===== config.mk =====
export PLATFORM = sky130hd
export DESIGN_NAME = html_tag_stripper
export DESIGN_NICKNAME = d
export VERILOG_FILES = /design/src/hw/rtl/hts_pkg.sv /design/src/hw/rtl/html_tag_stripper.sv
export SDC_FILE = /design/constraint.sdc
export NUM_CORES = 1
export LEC_CHECK = 0
export BUFFER_PORTS_ARGS = -buffer_cell sky130_fd_sc_hd__buf_2
export CORE_MARGIN = 4
export CORE_UTILIZATION = 25
export DETAILED_ROUTE_END_ITERATION = 6
export PLACE_DENSITY = 0.49
export REMOVE_ABC_BUFFERS = 1
export SLEW_MARGIN = 20
export SYNTH_ARGS = -nofsm -noshare
export SYNTH_HDL_FRONTEND = slang
export SYNTH_SLANG_ARGS = --single-unit

===== constraint.sdc =====
create_clock -name clk -period 3 [get_ports clk]
set_input_delay 0.15 -clock clk [delete_from_list [all_inputs] [get_ports clk]]
set_output_delay 0.15 -clock clk [all_outputs]
set_load 0.02 [all_outputs]

===== src/hw/rtl/hts_pkg.sv =====
`default_nettype none

package hts_pkg;

  // field widths
  localparam int unsigned BYTE_W  = 8;
  localparam int unsigned COUNT_W = 13;
  localparam int unsigned POS_W   = 4;
  localparam int unsigned MODE_W  = 2;

  // filter modes
  localparam logic [MODE_W-1:0] MODE_NORMAL        = 2'd0;
  localparam logic [MODE_W-1:0] MODE_NORMAL_TAGGED = 2'd1;
  localparam logic [MODE_W-1:0] MODE_SKIP          = 2'd2;

  // pattern lengths
  localparam logic [POS_W-1:0] OPEN_LEN  = 4'd7;
  localparam logic [POS_W-1:0] CLOSE_LEN = 4'd9;

  // characters
  localparam logic [BYTE_W-1:0] CHAR_LT       = 8'h3C;
  localparam logic [BYTE_W-1:0] CHAR_GT       = 8'h3E;
  localparam logic [BYTE_W-1:0] PRINTABLE_MIN = 8'h20;

  localparam logic [COUNT_W-1:0] LIMIT_RESET = 13'd4096;

  // "<script"
  function automatic logic [BYTE_W-1:0] open_char(input logic [POS_W-1:0] pos);
    logic [BYTE_W-1:0] c;
    case (pos)
      4'd0:    c = 8'h3C;
      4'd1:    c = 8'h73;
      4'd2:    c = 8'h63;
      4'd3:    c = 8'h72;
      4'd4:    c = 8'h69;
      4'd5:    c = 8'h70;
      4'd6:    c = 8'h74;
      default: c = 8'h00;
    endcase
    return c;
  endfunction

  // "</script>"
  function automatic logic [BYTE_W-1:0] close_char(input logic [POS_W-1:0] pos);
    logic [BYTE_W-1:0] c;
    case (pos)
      4'd0:    c = 8'h3C;
      4'd1:    c = 8'h2F;
      4'd2:    c = 8'h73;
      4'd3:    c = 8'h63;
      4'd4:    c = 8'h72;
      4'd5:    c = 8'h69;
      4'd6:    c = 8'h70;
      4'd7:    c = 8'h74;
      4'd8:    c = 8'h3E;
      default: c = 8'h00;
    endcase
    return c;
  endfunction

endpackage

`default_nettype wire


===== src/hw/rtl/html_tag_stripper.sv =====
// Throughput: one byte per cycle while the output is not stalled; the filter state
// updates in a single pass per byte and the output register takes the next result in
// the cycle it is drained. Each input transaction's result is registered there.
// Reset: synchronous, active-low rst_n clears filter state, empties the output
// register and sets output_limit to 4096.
`default_nettype none

module html_tag_stripper
  import hts_pkg::*;
(
  input  wire logic               clk,
  input  wire logic               rst_n,
  // configuration write
  input  wire logic               cfg_valid,
  output logic                    cfg_ready,
  input  wire logic [COUNT_W-1:0] cfg_data,     // output_limit
  // input stream
  input  wire logic               in_tvalid,
  output logic                    in_tready,
  input  wire logic [BYTE_W-1:0]  in_tdata,     // [7:0] in_byte
  input  wire logic               in_tlast,     // in_last
  // result stream
  output logic                    out_tvalid,
  input  wire logic               out_tready,
  output logic [BYTE_W-1:0]       out_tdata,    // [7:0] out_byte
  output logic [1:0]              out_tuser,    // [0] out_valid, [1] out_full
  output logic                    out_tlast     // out_end
);

  logic [COUNT_W-1:0] output_limit_r;
  logic [MODE_W-1:0]  mode_r, mode_nxt;
  logic [POS_W-1:0]   pos_r, pos_nxt;
  logic               inside_r, inside_nxt;
  logic [COUNT_W-1:0] count_r, count_nxt;
  logic               stopped_r, stopped_nxt;

  logic               ovalid_r;
  logic [BYTE_W-1:0]  obyte_r, obyte_nxt;
  logic               opass_r, opass_nxt;
  logic               ofull_r;
  logic               oend_r;

  logic               accept;
  logic [BYTE_W-1:0]  b;

  assign cfg_ready = 1'b1;
  assign in_tready = !ovalid_r || out_tready;
  assign accept    = in_tvalid && in_tready;
  assign b         = in_tdata;

  // filter step for one byte
  always_comb begin
    mode_nxt    = mode_r;
    pos_nxt     = pos_r;
    inside_nxt  = inside_r;
    count_nxt   = count_r;
    stopped_nxt = stopped_r;
    opass_nxt   = 1'b0;
    obyte_nxt   = '0;
    if (!stopped_r) begin
      if (mode_r[1]) begin
        // skip mode: look for the closing tag
        if (pos_r < CLOSE_LEN && b == close_char(pos_r)) begin
          if (pos_r == CLOSE_LEN - 4'd1) begin
            mode_nxt = MODE_NORMAL;
            pos_nxt  = '0;
          end else begin
            pos_nxt = pos_r + 4'd1;
          end
        end else begin
          pos_nxt = (b == CHAR_LT) ? 4'd1 : 4'd0;
        end
      end else if (pos_r == OPEN_LEN - 4'd1 && b == open_char(OPEN_LEN - 4'd1)) begin
        // full opening tag: restore tag flag held before its '<'
        inside_nxt = (mode_r == MODE_NORMAL_TAGGED);
        mode_nxt   = MODE_SKIP;
        pos_nxt    = '0;
      end else begin
        if (pos_r != 4'd0 && pos_r < OPEN_LEN - 4'd1 && b == open_char(pos_r)) begin
          pos_nxt = pos_r + 4'd1;
        end else if (b == CHAR_LT) begin
          mode_nxt = inside_r ? MODE_NORMAL_TAGGED : MODE_NORMAL;
          pos_nxt  = 4'd1;
        end else begin
          mode_nxt = MODE_NORMAL;
          pos_nxt  = '0;
        end

        // tag tracking and pass decision
        if (b == CHAR_LT) begin
          inside_nxt = 1'b1;
        end else if (b == CHAR_GT) begin
          inside_nxt = 1'b0;
        end else if (!inside_r && b >= PRINTABLE_MIN) begin
          opass_nxt = 1'b1;
          obyte_nxt = b;
          count_nxt = count_r + 13'd1;
          if (count_nxt >= output_limit_r) begin
            stopped_nxt = 1'b1;
          end
        end
      end
    end
  end

  // configuration register
  always_ff @(posedge clk) begin
    if (!rst_n) begin
      output_limit_r <= LIMIT_RESET;
    end else if (cfg_valid && cfg_ready) begin
      output_limit_r <= cfg_data;
    end
  end

  // filter state, cleared after the last byte of a text
  always_ff @(posedge clk) begin
    if (!rst_n) begin
      mode_r    <= MODE_NORMAL;
      pos_r     <= '0;
      inside_r  <= 1'b0;
      count_r   <= '0;
      stopped_r <= 1'b0;
    end else if (accept) begin
      if (in_tlast) begin
        mode_r    <= MODE_NORMAL;
        pos_r     <= '0;
        inside_r  <= 1'b0;
        count_r   <= '0;
        stopped_r <= 1'b0;
      end else begin
        mode_r    <= mode_nxt;
        pos_r     <= pos_nxt;
        inside_r  <= inside_nxt;
        count_r   <= count_nxt;
        stopped_r <= stopped_nxt;
      end
    end
  end

  // output register control
  always_ff @(posedge clk) begin
    if (!rst_n) begin
      ovalid_r <= 1'b0;
    end else if (accept) begin
      ovalid_r <= 1'b1;
    end else if (out_tready) begin
      ovalid_r <= 1'b0;
    end
  end

  // output register payload
  always_ff @(posedge clk) begin
    if (accept) begin
      obyte_r <= obyte_nxt;
      opass_r <= opass_nxt;
      ofull_r <= stopped_nxt;
      oend_r  <= in_tlast;
    end
  end

  assign out_tvalid = ovalid_r;
  assign out_tdata  = obyte_r;
  assign out_tuser  = {ofull_r, opass_r};
  assign out_tlast  = oend_r;

endmodule

`default_nettype wire


==> results of run 1 <==
==> synth_stat cells (all sizes together), types with 10 or more instances <==
master,count
ha,19
o21ai,14
xnor2,12
dfxtp,42
xor2,11
nor3,14
and3,15
edfxtp,11
inv,22
nor2,15
nand2,24
mux2i,13
a21oi,10
nor2b,26
==> final timing paths <==
path	to	slack (ns)
hold / removal	output_limit_r[12]$_SDFFE_PN1P_	0.09
setup reg to reg	register	0.17
hold reg to reg	output_limit_r[12]$_SDFFE_PN1P_	0.50
setup / recovery	register	0.17
==> worst reg2reg max path: cells and delay by family (launching register included) <==
kind / cells / cell delay (ns)
and+or+nand+nor: 2 / 0.44
AOI/OAI and AO/OA: 4 / 1.25
DFF: 1 / 0.32
adders and majority gates: 1 / 0.21
xor gates and xnor gates: 1 / 0.17
buffers and inverters: 2 / 0.32
==> kinds of logic after synthesis <==
logic type,count (synthesis),share of synthesized area [%]
AO/OA/AOI/OAI,73,16.72
XOR/XNOR,23,6.078
adder cells (fa/ha/maj),19,7.173
buffers and inverters,38,5.172
flip-flops,53,35.33
multiplexers,14,4.266
other,1,0.1131
AND/OR/NAND/NOR,140,25.14
==> layer usage <==
layer / routed length (microns) / share of wire, %
met5: 0 / 0
met4: 109 / 1.4
met2: 3427 / 43
met1: 4183 / 53
met3: 227 / 2.9
==> cell type report <==
| cell class | instances | share of cell area [%] |
|---|---|---|
| multi-input cells | 270 | 50.50 |
| flip-flops and latches | 53 | 29.24 |
| repair buffers | 63 | 9.352 |
| well taps | 172 | 5.362 |
| clock buffers | 7 | 3.304 |
| inverters | 22 | 2.057 |
| clock inverters | 1 | 0.1870 |
==> power groups by stage <==
stage,clock network (mW),logic (mW),registers [mW]
finish,0.568,0.216,0.766
global route,0.610,0.243,0.769
CTS,0.585,0.215,0.766
detailed placement,0,0.214,0.783
global placement,0,0.213,0.782
floorplan,0,0.109,0.797
==> what timing repair did <==
action                                  in CTS  in global routing
buffers inserted                             0                  1
resized for setup                            1                 13
endpoints found under the setup margin       1                  7
pin swaps                                    0                  1
==> stage by stage <==
step | instances | power (mW)
6_report | 588 | 1.550
5_1_grt | 588 | 1.622
4_1_cts | 587 | 1.567
3_5_place_dp | 579 | 0.9969
3_3_place_gp | 579 | 0.9954
2_1_floorplan | 345 | 0.9062
==> flow_metrics.py, run 1 <==
metrics = {
    "placed_design": {
        "post-place-ws_ns": -0.03857,
        "place_area_sq_um": 3810,
        "port-buffer-count": 39,
        "hpwl_mm": 6.053,
        "gp_congestion": 0.8103,
    },
    "sta": {
        "fin_tns_setup_ns": 0,
        "finalCritPeriodShare_pct": 94.31,
        "setup_viol": 0,
        "final-hold-violation-count": 0,
        "final-max-slew-violation-count": 0,
        "hold_ws_ns": 0.09424,
        "finalWorstSetupSlack_ns": 0.1706,
        "fmax_ghz": 0.3534,
        "finalClockSkew_ns": 0.006370,
        "fin_crit_ns": 2.829,
        "max_slew_margin_pct": 60.79,
        "tightest_slew_ns": 0.5828,
    },
    "final_layout": {
        "regArea_sq_um": 1174,
        "final_util_pct": 31.30,
        "final_area_sq_um": 4014,
        "syn_to_final_growth_pct": 21.10,
        "num_antenna_cells": 0,
        "drive_above_1_share_pct": 22.84,
        "mostFrequentLayoutCells": "dfxtp_1, buf_2, nor2b_1, buf_4, nand2_1",
        "fillCellCount": 1371,
        "multi_input_area_sq_um": 2027,
        "num-nets-final": 461,
        "final_common_cell": "dfxtp_1",
    },
    "global_route": {
        "grt_antenna_before_repair": 0,
        "grt_max_degree": 33,
        "use_met3_pct": 1.738,
        "grtUsageMet1_pct": 16.08,
        "grt_busiest_layer": "met2",
        "grt_pass1_wl_mm": 13.53,
        "grt_pass1_vias": 2733,
        "grt_usage_pct": 11.12,
        "use_met2_pct": 17.02,
        "overflow": 0,
    },
    "clocking": {
        "cts-hold-fix-buffers": 0,
        "root_buffer": "clkbuf_16",
        "clkSinkCount": 53,
        "clock_latency_ns": 0.29,
        "numCtsBuffers": 5,
        "clk_pin_slew_worst_paths_ns": 0.07,
        "htree_levels": 2,
        "cts_buffer_depth": 2,
        "tritoncts": "built",
    },
    "synthesis": {
        "yosysTopAreaCellShare_pct": 25.37,
        "synth_area_sq_um": 3314,
        "synth_area_per_cell_sq_um": 9.181,
        "ys_ff_latch": 53,
        "yosysSeqAreaShare_pct": 35.33,
        "ys_warn_count": 0,
        "synth_edf_count": 11,
        "ys_types": 66,
        "netlist_top_cells_area": "dfxtp_1, edfxtp_1, ha_1",
        "syn_inst": 361,
        "ys.flop_type": "dfxtp_1",
        "ys_async_sr_fraction_pct": 0,
        "yosysTopAreaCell": "dfxtp_1",
    },
    "routing": {
        "final_antenna_net_count": 0,
        "via_count": 2699,
        "wl_per_cell_microns": 13.52,
        "vias_per_cell": 4.590,
        "drt_wl_total_mm": 7.947,
        "firstDrtPassIters": 4,
        "drc_errors": 0,
        "drtIter0Drc": 138,
    },
    "setup_path": {
        "crit_family": "compound AO/OA/AOI/OAI gates",
        "path_max_fanout": 6,
        "cp-start-kind": "register",
        "worst-setup-path-type": "reg -> reg",
        "required_ns": 3.17,
        "crit_slowest_cell": "o41a_1",
        "path_cells": "buf_4, ha_2, or2_2, a211o_1, xor2_1, o311ai_2, buf_4, a221oi_4, nor4_1, o41a_1",
        "r2r_start": "pos_r[0]$_SDFFE_PN0P_",
        "crit_buf_inv": 2,
        "crit_cells": 10,
        "crit_path_end_kind": "register",
        "startpoint": "pos_r[0]$_SDFFE_PN0P_",
        "path_common_cell": "buf_4",
        "slowest_delay_ns": 0.44,
        "cp_data_arrival_time_ns": 3.00,
        "reg2reg_depth": 10,
    },
    "min_path": {
        "hold-path-cell-count": 3,
        "hp-start": "cfg_data[12]",
        "min_path_type": "in -> reg",
    },
    "power_and_ir_drop": {
        "seq_power_share_pct": 49.4,
        "p_leak_nw": 1.704,
        "combPwrFrac_pct": 14.0,
        "peakVddDrop_mv": 0.3006,
        "p_clk_share_pct": 36.6,
        "p_switching_mw": 0.3926,
        "power_switching_share_pct": 25.32,
        "intPower_mw": 1.158,
        "p_per_area_nw_per_um2": 386.3,
    },
    "floorplan": {
        "die_y_microns": 123.1,
        "io_pins": 41,
        "core_sq_um": 12820,
        "start_util_pct": 25.84,
        "rows": 41,
        "fp.dieW_microns": 123.1,
        "die_area_sq_um": 15160,
    },
    "run": {
        "cap_violations": 0,
    },
    "status": {
        "outcome": "completed",
    },
}
No activity file was read; power rests on OpenSTA's default activity.
==> run 2, diff against run 1 <==
HOLD_SLACK_MARGIN = 0.15   (was not set)
SKIP_CTS_REPAIR_TIMING = 1   (was not set)
==> run 2 against run 1 <==
Compared with the run above: setup slack is essentially flat; wire length increased by 0.34%; clock power about the same; largest power group unchanged; register-to-register slack is essentially flat; worst hold slack improved by 0.033 ns; first-iteration DRC count down 2.2%; sequential share of layout area is 0.57 points lower; global-route usage barely moved.
==> flow_metrics.py, run 2 (synthesis gave the netlist of run 1 again) <==
metrics = {
    "setup_path": {
        "reg2reg_slack_ns": 0.17,
        "path_max_fanout": 6,
        "worst-setup-path-type": "reg -> reg",
        "required_ns": 3.17,
        "crit_path_end_kind": "register",
        "cp_data_arrival_time_ns": 3.00,
        "cp-start-kind": "register",
        "startpoint": "pos_r[0]$_SDFFE_PN0P_",
        "r2r_start": "pos_r[0]$_SDFFE_PN0P_",
    },
    "placed_design": {
        "hpwl_mm": 6.053,
        "gp_congestion": 0.8103,
        "port-buffer-count": 39,
    },
    "clocking": {
        "cts_buffer_depth": 2,
        "tritoncts": "built",
        "root_buffer": "clkbuf_16",
        "clock_latency_ns": 0.29,
        "clkSinkCount": 53,
        "htree_levels": 2,
        "numCtsBuffers": 5,
        "clk_pin_slew_worst_paths_ns": 0.07,
    },
    "global_route": {
        "grt_antenna_before_repair": 0,
        "grt_pass1_wl_mm": 13.54,
        "grt_usage_pct": 11.13,
        "grt_max_degree": 33,
        "grt_pass1_vias": 2733,
        "overflow": 0,
    },
    "routing": {
        "drt_wl_total_mm": 7.974,
        "drtIter0Drc": 135,
        "via_count": 2726,
        "vias_per_cell": 4.574,
        "drc_errors": 0,
        "wl_per_cell_microns": 13.38,
        "firstDrtPassIters": 4,
        "final_antenna_net_count": 0,
    },
    "final_layout": {
        "syn_to_final_growth_pct": 23.52,
        "mostFrequentLayoutCells": "dfxtp_1, buf_2, nor2b_1, buf_4, nand2_1",
        "num_antenna_cells": 0,
        "num-nets-final": 469,
        "drive_above_1_share_pct": 22.41,
        "fillCellCount": 1367,
        "regArea_sq_um": 1174,
        "multi_input_area_sq_um": 2027,
        "final_common_cell": "dfxtp_1",
    },
    "status": {
        "outcome": "completed",
    },
    "floorplan": {
        "start_util_pct": 25.84,
        "io_pins": 41,
        "die_y_microns": 123.1,
        "rows": 41,
        "core_sq_um": 12820,
        "die_area_sq_um": 15160,
        "fp.dieW_microns": 123.1,
    },
    "power_and_ir_drop": {
        "p_per_area_nw_per_um2": 380.8,
        "p_leak_nw": 1.737,
        "peakVddDrop_mv": 0.3007,
    },
    "sta": {
        "finalClockSkew_ns": 0.006768,
        "finalCritPeriodShare_pct": 94.31,
        "fin_tns_setup_ns": 0,
        "max_slew_margin_pct": 60.79,
        "setup_viol": 0,
        "final-max-slew-violation-count": 0,
        "tightest_slew_ns": 0.5828,
        "final-hold-violation-count": 0,
        "fmax_ghz": 0.3534,
        "fin_crit_ns": 2.829,
        "hold_ws_ns": 0.1268,
    },
    "min_path": {
        "hp-start": "cfg_data[3]",
        "min_path_type": "in -> reg",
    },
    "run": {
        "cap_violations": 0,
    },
}
-- run 2: worst max-delay path, cell delays in order (launching register included) --
cell and delay, ns:
dfxtp_1 0.32, buf_4 0.15, ha_2 0.21, or2_2 0.33
a211o_1 0.30, xor2_1 0.17, o311ai_2 0.11, buf_4 0.17
a221oi_4 0.40, nor4_1 0.11, o41a_1 0.44
-- run 2: final cells by class --
| cell class | instances | area share [%] |
|---|---|---|
| sequential | 53 | 28.67 |
| inverter | 22 | 2.017 |
| multi-input combinational | 270 | 49.51 |
| clock buffer | 7 | 3.240 |
| clock inverter | 1 | 0.1834 |
| timing repair buffer | 71 | 11.12 |
| tap | 172 | 5.257 |
-- run 2: stage by stage --
step                      utilization (%)  std cells  setup WS (ns)  power (mW)  cell area, sq um
after floorplan                         -        345        -0.1721      0.9062              3226
after global placement              29.71        579        0.07497      0.9954              3810
after detailed placement            29.71        579       -0.03857      0.9969              3810
after CTS                           30.80        587       -0.05989       1.566              3950
after global routing                31.92        596      -0.008611       1.631              4094
final                               31.92        596         0.1706       1.559              4094
-- run 2: worst paths after layout --
path | endpoint | depth (start not counted)
worst min register to register | output_limit_r[12]$_SDFFE_PN1P_ | 2
worst max register to register | register | 10
worst max-delay path | register | 10
worst min-delay path | output_limit_r[3]$_SDFFE_PN0P_ | 3
-- run 2: metal layers --
layer / vias up / wire (microns) / GRT usage [%]
met4: 0 / 109 / 3.322
li1: 1416 / - / -
met2: 36 / 3434 / 17.06
met3: 8 / 224 / 1.738
met1: 1266 / 4205 / 16.08
met5: - / 0 / 0
-- run 2: report_power, final --
group	leakage, nW	total [mW]	internal (mW)	switching, mW
Clock	0.0641	0.568	0.311	0.257
Combinational	1.22	0.224	0.0980	0.126
Sequential	0.451	0.766	0.756	0.0107
Total	1.74	1.56	1.16	0.394
==> run 3, diff against run 2 <==
CELL_PAD_IN_SITES_DETAIL_PLACEMENT = 2   (was not set)
CELL_PAD_IN_SITES_GLOBAL_PLACEMENT = 2   (was not set)
PLACE_DENSITY = 0.68   (was 0.49)
==> run 3 against run 2 <==
Compared with the run above: flip-flop and latch count is the same; worst hold slack got worse by 0.0066 ns; clock power shrank 0.9%; setup slack got worse by 0.046 ns; wire length rose by 21%; maximum frequency shrank 1.6%; register-to-register slack got worse by 0.05 ns; critical path type unchanged; design area hardly changed; combinational power is essentially flat; via count increased by 4.8%; sequential share of layout area up 0.19 points; final cell count is 0.34% lower.
==> flow_metrics.py, run 3 (synthesis gave the netlist of run 1 again) <==
metrics = {
    "min_path": {
        "min_path_type": "in -> reg",
        "hp-start": "cfg_data[7]",
        "worstHoldEndpoint": "output_limit_r[7]$_SDFFE_PN0P_",
        "hold-path-cell-count": 3,
    },
    "setup_path": {
        "required_ns": 3.17,
        "reg2reg_slack_ns": 0.12,
        "startpoint": "pos_r[3]$_SDFFE_PN0P_",
        "slowest_delay_ns": 0.53,
        "crit_slowest_cell": "or4b_1",
        "crit_path_end_kind": "register",
        "path_cells": "nor4_1, o41ai_1, or4b_1, a211oi_2, buf_4, nand4_1, nand2_2, nor4_2, o41a_1",
        "cp_data_arrival_time_ns": 3.05,
        "path_max_fanout": 7,
        "worst-setup-path-type": "reg -> reg",
        "r2r_start": "pos_r[3]$_SDFFE_PN0P_",
        "cp-start-kind": "register",
        "reg2reg_depth": 9,
    },
    "placed_design": {
        "post-place-ws_ns": -0.1056,
        "gp_congestion": 0.7947,
        "port-buffer-count": 39,
        "place_area_sq_um": 3825,
        "hpwl_mm": 7.249,
        "dpl.cell_count": 581,
    },
    "clocking": {
        "htree_levels": 2,
        "tritoncts": "built",
        "cts_buffer_depth": 2,
        "clkSinkCount": 53,
        "clk_pin_slew_worst_paths_ns": 0.07,
        "clock_latency_ns": 0.29,
        "root_buffer": "clkbuf_16",
        "numCtsBuffers": 5,
    },
    "final_layout": {
        "num_antenna_cells": 0,
        "syn_to_final_growth_pct": 23.48,
        "num-nets-final": 468,
        "drive_above_1_share_pct": 24.41,
        "final_cells": 594,
        "fillCellCount": 1441,
        "final_util_pct": 31.91,
        "mostFrequentLayoutCells": "buf_2, dfxtp_1, nor2b_1, buf_4, nand2_1",
        "final_area_sq_um": 4093,
        "final_common_cell": "buf_2",
    },
    "power_and_ir_drop": {
        "seq_power_share_pct": 49.4,
        "power_switching_share_pct": 25.73,
        "peakVddDrop_mv": 0.2039,
        "p_switching_mw": 0.3997,
        "p_clk_share_pct": 36.2,
        "intPower_mw": 1.154,
        "combPwrFrac_pct": 14.4,
        "p_leak_nw": 1.736,
        "power_mw": 1.553,
        "p_per_area_nw_per_um2": 379.6,
    },
    "floorplan": {
        "start_util_pct": 25.84,
        "rows": 41,
        "io_pins": 41,
        "core_sq_um": 12820,
        "die_y_microns": 123.1,
        "die_area_sq_um": 15160,
        "fp.dieW_microns": 123.1,
    },
    "global_route": {
        "overflow": 0,
        "grt_antenna_before_repair": 1,
        "grt_pass1_wl_mm": 15.94,
        "grt_usage_pct": 13.18,
        "grt_max_degree": 27,
        "grt_pass1_vias": 3122,
    },
    "routing": {
        "drt_wl_total_mm": 9.612,
        "vias_per_cell": 4.808,
        "drc_errors": 0,
        "final_antenna_net_count": 0,
        "firstDrtPassIters": 4,
        "drtIter0Drc": 101,
        "wl_per_cell_microns": 16.18,
        "via_count": 2856,
    },
    "sta": {
        "tightest_slew_ns": 0.7036,
        "fin_crit_ns": 2.876,
        "setup_viol": 0,
        "fin_tns_setup_ns": 0,
        "hold_ws_ns": 0.1201,
        "final-max-slew-violation-count": 0,
        "finalWorstSetupSlack_ns": 0.1243,
        "fmax_ghz": 0.3477,
        "finalClockSkew_ns": 0.003793,
        "finalCritPeriodShare_pct": 95.86,
        "max_slew_margin_pct": 52.66,
        "final-hold-violation-count": 0,
        "rsz0062_at_grt": "true",
    },
    "run": {
        "cap_violations": 0,
    },
    "status": {
        "outcome": "completed",
    },
}
[run 3: worst max path at each step]
| stage | to | slack, ns | cells past startpoint |
|---|---|---|---|
| 5_1_grt | ofull_r$_DFFE_PP_ | -0.04 | 13 |
| 3_3_place_gp | ofull_r$_DFFE_PP_ | 0.10 | 13 |
| 6_report | register | 0.12 | 9 |
| 3_5_place_dp | ofull_r$_DFFE_PP_ | -0.11 | 13 |
| 2_1_floorplan | count_r[4]$_SDFFE_PN0P_ | -0.17 | 10 |
| 4_1_cts | ofull_r$_DFFE_PP_ | -0.13 | 13 |
[run 3: final cells by class]
| cell class | instances | area, sq um | share of cell area [%] |
|---|---|---|---|
| Sequential cell | 53 | 1181 | 28.86 |
| Clock inverter | 1 | 5.005 | 0.1223 |
| Timing Repair Buffer | 70 | 440.4 | 10.76 |
| Multi-Input combinational cell | 270 | 2039 | 49.83 |
| Inverter | 22 | 82.58 | 2.018 |
| Tap cell | 172 | 215.2 | 5.258 |
| Clock buffer | 6 | 128.9 | 3.149 |
[run 3: power by group through the flow]
stage | registers (mW) | clock network (mW) | logic [mW]
after floorplan | 0.797 | 0 | 0.109
after global placement | 0.783 | 0 | 0.212
after detailed placement | 0.784 | 0 | 0.218
after CTS | 0.768 | 0.584 | 0.219
after global routing | 0.770 | 0.616 | 0.252
final | 0.767 | 0.563 | 0.224
[run 3: per-layer routing]
| metal | up-vias | part of all wire [%] | track usage (%) |
|---|---|---|---|
| li1 | 1411 | - | - |
| met1 | 1401 | 49 | 18.03 |
| met2 | 35 | 46 | 21.27 |
| met3 | 7 | 3.7 | 2.973 |
| met4 | 2 | 1.0 | 2.907 |
| met5 | - | 0.21 | 0 |
[run 3: worst max-delay path, delay by kind of cell (launching register included)]
kind / cells / cell delay (ns)
compound gates: 3 / 0.80
flops: 1 / 0.41
simple gates: 5 / 1.36
buf+inv: 1 / 0.17
